`config.mk`:
```
export PLATFORM = sky130hd
export DESIGN_NAME = bmg_sqrt
export DESIGN_NICKNAME = d
export VERILOG_FILES = /design/src/rtl/bmg_pkg.sv /design/src/rtl/bmg_sqrt.sv
export SDC_FILE = /design/constraint.sdc
export NUM_CORES = 2
export LEC_CHECK = 0
export BUFFER_PORTS_ARGS = -buffer_cell sky130_fd_sc_hd__buf_2
export CAP_MARGIN = 10
export CELL_PAD_IN_SITES_DETAIL_PLACEMENT = 0
export CELL_PAD_IN_SITES_GLOBAL_PLACEMENT = 2
export CORE_MARGIN = 2
export CORE_UTILIZATION = 40
export DETAILED_ROUTE_END_ITERATION = 7
export PLACE_DENSITY = 0.73
export SLEW_MARGIN = 20
export SYNTH_ARGS = -nofsm -noshare
export SYNTH_HDL_FRONTEND = slang
export SYNTH_SLANG_ARGS = --single-unit
```
`constraint.sdc`:
```
create_clock -name clock -period 4.11 [get_ports clock]
set_input_delay 0.822 -clock clock [delete_from_list [all_inputs] [get_ports clock]]
set_output_delay 0.822 -clock clock [all_outputs]
set_load 0.1 [all_outputs]
```
`src/rtl/bmg_pkg.sv`:
```
// Shared constants, latencies and types of the Box-Muller Gaussian unit.
package bmg_pkg;

   localparam int UNIFORM_BITS_DEF  = 32;
   localparam int OUT_FRAC_BITS_DEF = 19;

   // ln 2 in Q0.28 and 2*pi in Q3.29, both truncated.
   localparam logic [27:0] LN2_Q28    = 28'd186065279;
   localparam logic [31:0] TWO_PI_Q29 = 32'd3373259426;
   localparam logic [32:0] Q32_ONE    = 33'h1_0000_0000;

   localparam int LOG_STEPS = 30;
   localparam int ROOT_BITS = 32;
   localparam int SIN_TERMS = 5;
   localparam int COS_TERMS = 6;

   // Horner divisors of the truncated Taylor series, innermost term first.
   localparam int SIN_DIV [SIN_TERMS] = '{110, 72, 42, 20, 6};
   localparam int COS_DIV [COS_TERMS] = '{132, 90, 56, 30, 12, 2};

   // Register stages of each unit.
   localparam int NEGLOG_LAT = LOG_STEPS + 4;
   localparam int SQRT_LAT   = ROOT_BITS;
   localparam int TRIG_LAT   = 2 * COS_TERMS + 3;

   typedef struct packed {
      logic [32:0] cos_mag;
      logic [32:0] sin_mag;
      logic        cos_neg;
      logic        sin_neg;
   } trig_type;

endpackage

```
`src/rtl/bmg_sqrt.sv`:
```
// Pipelined integer square root, one root bit per stage.
module bmg_sqrt import bmg_pkg::*; (
   input  logic                 clock,
   input  logic                 en,
   input  logic [63:0]          v_in,
   output logic [ROOT_BITS-1:0] root_out
);
   logic [ROOT_BITS+1:0] rem_ff  [ROOT_BITS-1];
   logic [ROOT_BITS-1:0] root_ff [ROOT_BITS];
   logic [63:0]          v_ff    [ROOT_BITS-1];

   for (genvar k = 0; k < ROOT_BITS; k++) begin : g_stage
      logic [ROOT_BITS+1:0] rem_src;
      logic [ROOT_BITS-1:0] root_src;
      logic [63:0]          v_src;
      logic [ROOT_BITS+1:0] rem_sh;
      logic [ROOT_BITS+1:0] trial;
      logic                 fits;

      if (k == 0) begin : g_first
         assign rem_src  = '0;
         assign root_src = '0;
         assign v_src    = v_in;
      end else begin : g_next
         assign rem_src  = rem_ff[k-1];
         assign root_src = root_ff[k-1];
         assign v_src    = v_ff[k-1];
      end

      // Bring down the next bit pair and try the root with a one appended.
      assign rem_sh = {rem_src[ROOT_BITS-1:0], v_src[63:62]};
      assign trial  = {root_src, 2'b01};
      assign fits   = (rem_sh >= trial);

      always_ff @(posedge clock) begin
         if (en) begin
            root_ff[k] <= {root_src[ROOT_BITS-2:0], fits};
         end
      end

      if (k < ROOT_BITS - 1) begin : g_carry
         always_ff @(posedge clock) begin
            if (en) begin
               rem_ff[k] <= fits ? rem_sh - trial : rem_sh;
               v_ff[k]   <= {v_src[61:0], 2'b00};
            end
         end
      end
   end

   assign root_out = root_ff[ROOT_BITS-1];

endmodule

```
==> results.md <==
- Relative slew margins: 0.286
- CP endpoint kind: register
- Count leader, synth: edfxtp_1
- Simple-Gate Fraction of Synth Area: 0.0952
- Hold WC Path Type: input port to register
- Initial antenna violation count: 5
- Least-Margin Pin Slew: about 1100 ps
- Warnings, synthesis: 0
- Comb pwr share: 0.207
- Cell area after synthesis: between 100000 and 150000 sq um
- CP Launch Type: register
- Die X: 537 um
- DRT Pass-1 Iters: 5
- Final setup fails: 0
- Worst setup path class: register to register
- Synth Area in Compound Gates: 0.0941
- Final period util: 0.936
- Iter 0 DRT Violations: around 4700
- Reg power frac: 0.461
- Pleak: a little under 50 nW
- Final Core Density: 0.456
- Global-route wire length before repair: between 300 and 400 mm
- Pin count of the biggest net entering global routing: around 100
- Crit-path slowest cell: or4_1
- Via count: about 66000
- Share of layout cells above drive strength 1: 0.0835
- H-Tree Depth: 5
- Count of final hold-check violations: 0
- Vias per Instance: slightly above 5
- DPL Wire Length: between 150 and 200 mm
- Root Driver: clkbuf_16
- Clock group share of total power: 0.331
- Gr usage total: 0.162
- Peak VDD IR: between 0.3 and 0.4 mV
- Internal Power: 53.0 mW
- FFs w/ async S/R, synth: 0
- XOR/XNOR share of the synthesized area: 0.0609
- Rows: ~200
- Sw power: 20.9 mW
- Clk_skew: 48.1 ps
- Setup crit start: rem_ff[6][16]
- CTS tree: done
- Pwr per Cell Area: around 570 nW/um^2
- DIE AREA: ~290000 sq um
- I/O pin cnt: a little under 100
- Unique cell type count in the Yosys netlist: 85
- Status: completed
- Pins Over Slew Limit: 0
- Top cells by area, synth: edfxtp_1 (65%), ha_1 (6.2%), xnor2_1 (3.2%)
- Port Buffers: 97
- DRC Markers: 0
- Worst-path fanout max: 7
- Post-synth net total: around 9300
- Mux share of post-synthesis cell area: 0.00817
- Min Hold Slack: about 130 ps
- Worst reg2reg startpoint: rem_ff[6][16]
- Clock period minus worst slack: ~3800 ps
- FF+latch count, synth: roughly 2500
- Worst EP arrival: between 4000 and 5000 ps
- Main combinational cell family by area after synthesis: simple AND/OR/NAND/NOR gates
- Post-CTS Setup Inserts: 0
- Placer congestion estimate: 0.862
- CP peak stage delay: 570 ps
- Cells after synthesis: between 8000 and 9000
- Design Area, Final: 129000 sq um
- Core ar.: ~280000 sq um
- Antenna-violating nets left: 0
- Register area share after synthesis: 0.652
- Max Cap Viol: 0
- Synth top area share: 0.652
- Wirelength per Cell: between 15 and 20 um
- Crit-path cells: or4_1 -> or3_1 -> or4_4 -> nor4_2 -> and2b_1 -> or3b_1 -> nor4_4 -> inv_1 -> o211a_2 -> nand2b_1 -> nor3_1 -> xor2_1
- Post-layout nets: roughly 9700
- Post-Synth Adder-Cell Area: 0.0619
- Clk_lat worst skew: roughly 870 ps
- Area growth syn-to-layout: 13.6%
- Peak Freq: 0.260 GHz
- Die height: 537 um
- Hold Path Origin: v_in[2]
- Ys flop type: edfxtp_1
- CTS buffer count: between 200 and 300
- Number of clock sinks: 2465
- Worst path required time: between 4000 and 5000 ps
- Syn avg cell area: approximately 13 sq um
- Power, Total: 73.9 mW
- Most instantiated cells after synthesis: edfxtp_1 (2465), inv_1 (667), nor2_1 (590)
- Initial Util: 0.402
- Post-Route WL: around 240 mm
- Fill count: roughly 25000
- Clock slew at reported path FFs: around 60 ps
- GRT overflow: 0
- Placed inst area: ~120000 sq um
- Post-synth EDFFs: about 2500
- Cell taking the most area after synthesis: edfxtp_1
- Non-Filler Instances: between 10000 and 15000
- Dpl cells: around 13000
- Clock Tree Buf Depth: 4
- Net Sw Frac: 0.283
- Vias in the first global route: approximately 65000
- RSZ-0062 raised after global routing: no
registers in the layout, summed over array words and instances, names as in the netlist:
name     cells
rem_ff     945
root_ff    528
v_ff       992
per-stage QoR:
stage | TNS [ps] | worst slack [ps]
after floorplan | 0 | 457
after global placement | 0 | 95.1
after detailed placement | -81.0 | -52.2
after CTS | 0 | 20.8
after global routing | 0 | 19.2
final | 0 | 261
logic make-up after synthesis:
logic type,after synthesis
and+or+nand+nor,2207
muxes,83
adders and majority gates,561
other,1
buffers and inverters,824
DFF,2465
AOI/OAI and AO/OA,1742
xor gates and xnor gates,789
cell type report:
| class | count | area (sq um) | share of cell area |
|---|---|---|---|
| flip-flops and latches | 2465 | 74000 | 0.574 |
| well taps | 3743 | 4680 | 0.0363 |
| clock buffers | 340 | 7440 | 0.0578 |
| clock inverters | 155 | 1580 | 0.0123 |
| multi-input cells | 5383 | 36500 | 0.283 |
| repair buffers | 246 | 2110 | 0.0164 |
| diodes | 1 | 2.50 | 0.0000194 |
| inverters | 670 | 2510 | 0.0195 |
final timing paths:
check	to	slack, ps	depth (start not counted)
max reg2reg	rem_ff[6][60]	260	12
min	v_ff[0][2]	130	1
max	rem_ff[6][60]	260	12
min reg2reg	v_ff[0][335]	400	0
power groups by stage:
stage / sequential, mW / clock (mW) / combinational, mW
6_report: 34.1 / 24.5 / 15.3
5_1_grt: 34.5 / 26.3 / 17.2
4_1_cts: 34.1 / 25.3 / 15.3
3_5_place_dp: 34.6 / 0 / 15.2
3_3_place_gp: 34.6 / 0 / 15.2
2_1_floorplan: 33.7 / 0 / 11.0
layout by cell type (no fill, tap or decap), types with 27 or more instances in the layout:
| cell type | count |
|---|---|
| o31ai_1 | 50 |
| o21ai_1 | 47 |
| nand4_1 | 84 |
| or2_2 | 36 |
| and3_1 | 51 |
| clkinv_2 | 48 |
| bufinv_16 | 27 |
| buf_4 | 110 |
| buf_2 | 96 |
| a31oi_1 | 51 |
| o21bai_1 | 47 |
| nand2_1 | 564 |
| buf_12 | 40 |
| a211oi_1 | 34 |
| xor2_1 | 375 |
| nand2b_1 | 122 |
| or4_1 | 45 |
| a21o_1 | 240 |
| inv_1 | 667 |
| xnor2_1 | 414 |
| o21a_1 | 100 |
| edfxtp_1 | 2465 |
| a21oi_1 | 581 |
| mux2_2 | 52 |
| nor2b_1 | 92 |
| nor2_1 | 590 |
| ha_1 | 561 |
| nor4_1 | 89 |
| clkbuf_16 | 290 |
| nor3_1 | 192 |
| clkinv_1 | 49 |
| or3_1 | 79 |
| o21ai_0 | 387 |
| nand3_1 | 130 |
| clkbuf_1 | 50 |
metal layers:
layer	global-route usage	share of wire
met5	0	0
met4	0.0601	0.035
met3	0.0188	0.035
met2	0.263	0.47
met1	0.223	0.46
repair_timing:
item | 4_1_cts | 5_1_grt
hold buffers | 0 | 0
endpoints found under the setup margin | 5 | 25
gates resized for setup | 1 | 11
hold endpoints to repair | 0 | 0
critical path: cells and delay by family (launching register included):
family | cells | cell delay, ps
simple gates | 9 | 2680
flops | 1 | 440
compound gates | 1 | 210
xor+xnor | 1 | 140
buf+inv | 1 | 130
(Power assumes the default switching activity.)
